<file path="src/hdl/least_loaded_connection_table_assert.svh">
// Assertion macros used by least_loaded_connection_table.sv
`ifndef LEAST_LOADED_CONNECTION_TABLE_ASSERT_SVH
`define LEAST_LOADED_CONNECTION_TABLE_ASSERT_SVH

// Implication checked on every clock, quiet during reset
`define LLCT_ASSERT_IMPL(label, clk, rstn, cond, prop, msg) \
    label: assert property (@(posedge clk) disable iff (!rstn) (cond) |-> (prop)) \
        else $error(msg);

// Plain invariant checked on every clock, quiet during reset
`define LLCT_ASSERT_ALWAYS(label, clk, rstn, prop, msg) \
    label: assert property (@(posedge clk) disable iff (!rstn) (prop)) else $error(msg);

`endif

</file>
<file path="src/hdl/llct_ram.sv">
`timescale 1ns / 1ps
module llct_ram #(
    parameter int WIDTH = 8,
    parameter int DEPTH = 16
) (
    input  logic                     aclk,
    input  logic                     we,
    input  logic [$clog2(DEPTH)-1:0] waddr,
    input  logic [WIDTH-1:0]         wdata,
    input  logic [$clog2(DEPTH)-1:0] raddr,
    output logic [WIDTH-1:0]         rdata
);
    logic [WIDTH-1:0] mem [DEPTH];

    // One write port, one registered read port
    always_ff @(posedge aclk) begin
        if (we) begin
            mem[waddr] <= wdata;
        end
        rdata <= mem[raddr];
    end
endmodule

</file>
<file path="config.mk">
export PLATFORM = sky130hd
export DESIGN_NAME = llct_ram
export DESIGN_NICKNAME = d
export VERILOG_FILES = /design/src/hdl/least_loaded_connection_table_assert.svh /design/src/hdl/llct_ram.sv
export SDC_FILE = /design/constraint.sdc
export NUM_CORES = 1
export LEC_CHECK = 0
export BUFFER_PORTS_ARGS = -buffer_cell sky130_fd_sc_hd__buf_2
export CORE_ASPECT_RATIO = 0.8
export CORE_MARGIN = 10
export CORE_UTILIZATION = 61
export DETAILED_ROUTE_END_ITERATION = 8
export GPL_TIMING_DRIVEN = 0
export PLACE_DENSITY = 0.78
export SYNTH_ARGS = -nofsm -noshare
export SYNTH_HDL_FRONTEND = slang
export SYNTH_SLANG_ARGS = --single-unit
</file>
<file path="constraint.sdc">
create_clock -name aclk -period 3 [get_ports aclk]
set_clock_uncertainty 0.2 [all_clocks]
set_input_delay 0.3 -clock aclk [delete_from_list [all_inputs] [get_ports aclk]]
set_output_delay 0.3 -clock aclk [all_outputs]
set_load 0.02 [all_outputs]
</file>
==> run summary <==
Outcome = completed
Starting DRT DRC Count = 239
CP Class = in2reg
CP required = 2.93 ns
Crit path launch = waddr[2]
DIE AREA = 0.0125 mm²
Period Utilization, post-route = 67.5%
Slew margin rel. = 13.5%
Root Driver = clkbuf_8
Highest clock rate = 0.494 GHz
Hold Crit Start = wdata[2]
Syn_nets = 247
Final net count = 297
Antenna diodes = 0
CP startpoint kind = input pin
CTS buffer count = 17
Leakage = 2.05 nW
Area leader, netlist = edfxtp_1
Tot Pwr = 4.44 mW
Detail Placement HPWL = 6.16 mm
Setup TNS Final = 0 ns
Clock transition at path regs = 0.06 ns
Yosys reg bits = 136
Post-DR vias/cell = 6.20
Delay-heaviest family, CP = simple AND/OR/NAND/NOR gates
Leading cell type in the layout, fill and taps excluded = edfxtp_1
Die height = 102 µm
Max-slew violations = 0
Number of global-route vias before repair = 2510
Top_reg_cell synth = edfxtp_1
Post-route ant nets = 0
Worst path slowest cell = nor3_1
Post-Syn Instances = 229
Max IR drop VDD = 571 µV
Final Setup Violations = 0
Synthesized area per cell = 22.5 µm²
Crit path max fanout = 8
Total gr overflow = 0
Clock sink count = 136
Unrepaired setup endpoints after global routing = no
DRT Wirelength = 10.2 mm
Area contributors post-synth = edfxtp_1, mux4_2, mux4_1
Die X = 123 µm
Global-route wire length before repair = 15.1 mm
Clock Path Buffers = 2
CTS tree = built
Critical Path Sink Type = flip-flop
Pwr/cell area = 732 mW/mm²
Pre-Repair DR Iteration Count = 4
Antenna violations before repair = 0
DRC = 0
Post-synth ARST share = 0%
Vias = 2474
Initial Utilization = 63.6%
I/O pins = 26
Deepest level of the CTS H-tree = 4
HP Class = in2reg
Row cnt = 29
Routability Congestion = 0.762
Sequential area share after synthesis = 77.8%
All-Layer GR Usage = 17.5%
Reg2reg start = mem[6][2]
Delay of the slowest critical-path stage = 1.00 ns
Crit path buffers/inverters = 1
Post-synth EDFFs = 128
Cells along the critical path = buf_2 > or3b_2 > nor3_1
Critical Path AT = 1.95 ns
Number of hold violations in the final report = 0
Fraction of layout cells with a size suffix above 1 = 28.2%
Design Area, Final = 0.00607 mm²
Number of max-cap violations = 0
Layout filler cell count = 444
Largest net degree at the start of global routing = 17
WL per Instance = 25.6 µm
Netlist cell types = 19
Core area = 0.00809 mm²
Ys Warns = 0
Synth top area share = 74.7%
Slew @ Worst Pin = 1.29 ns
# port buffers = 24
Post-synthesis cell area = 0.00515 mm²
Clock period minus worst slack = 2.02 ns
Clk_lat worst skew = 0.52 ns
Setup bufs post-CTS = 0
Placed Area = 0.00540 mm²
Area growth syn-to-layout = 17.9%
Commonest non-fill, non-tap cells in the layout = edfxtp_1, buf_2, mux4_2
final cells by class:
class                           instances  area, µm²  area share (%)
Tap cell                              108        135            2.23
Buffer                                 10       86.3            1.42
Clock inverter                         14        183            3.01
Timing Repair Buffer                   31        190            3.13
Clock buffer                           17        414            6.82
Multi-Input combinational cell         83       1060            17.4
Sequential cell                       136       4000            66.0
routing by layer:
metal / routed length (µm) / vias to the layer above / global-route usage [%]
li1: - / 1075 / -
met3: 994 / 23 / 6.39
met5: 0 / - / 0
met2: 4750 / 114 / 25.9
met1: 4250 / 1262 / 23.1
met4: 238 / 0 / 7.14
report_power, final:
group          internal [mW]  switching (mW)
combinational         0.0905           0.134
sequential              2.13          0.0103
clock                   1.33           0.749
synth_stat cells, drive strengths merged (2+ instances only):
cell type / instances
nand3b: 2
dfxtp: 8
clkdlybuf4s25: 3
buf: 7
edfxtp: 128
nor3: 4
nand2: 9
nand2b: 2
a22oi: 16
mux4: 32
nor2: 13
worst register-to-register path: cells and delay by family, from the launching register on:
kind,cells,cell delay (ns)
compound gates,1,0.26
simple gates,1,0.08
flops,1,0.37
mux,1,0.59
sequential cells by signal (all words and copies together) (netlist names):
register  cells
mem         128
rdata         8
per-stage QoR:
stage                     setup WS, ns  util (%)  std cells  hold WS [ns]
after floorplan                   1.01         -        229         0.199
after global placement           0.461      66.8        361         0.467
after detailed placement         0.385      66.8        361         0.496
after CTS                        0.928      75.0        399       0.00275
after global routing             0.879      75.0        399        0.0124
final                            0.976      75.0        399        0.0224
worst paths after layout:
path                     to  slack [ns]  cells after the start
hold reg to reg    rdata[1]        0.50                      3
setup reg to reg   rdata[2]        1.38                      3
setup / recovery  mem[0][7]        0.98                      3
hold / removal    mem[5][2]        0.02                      1
timing repair:
| action | in CTS | in global routing |
|---|---|---|
| resized for setup | 0 | 0 |
| endpoints found under the hold margin | 112 | 0 |
| hold buffers | 7 | 0 |
cell families after synthesis:
family,count (synthesis),share of synthesized area (%)
buf+inv,10,1.68
mux,32,15.0
flops,136,77.8
compound gates,16,2.33
simple gates,35,3.18
Note: power is estimated with default switching activity, not from simulation.
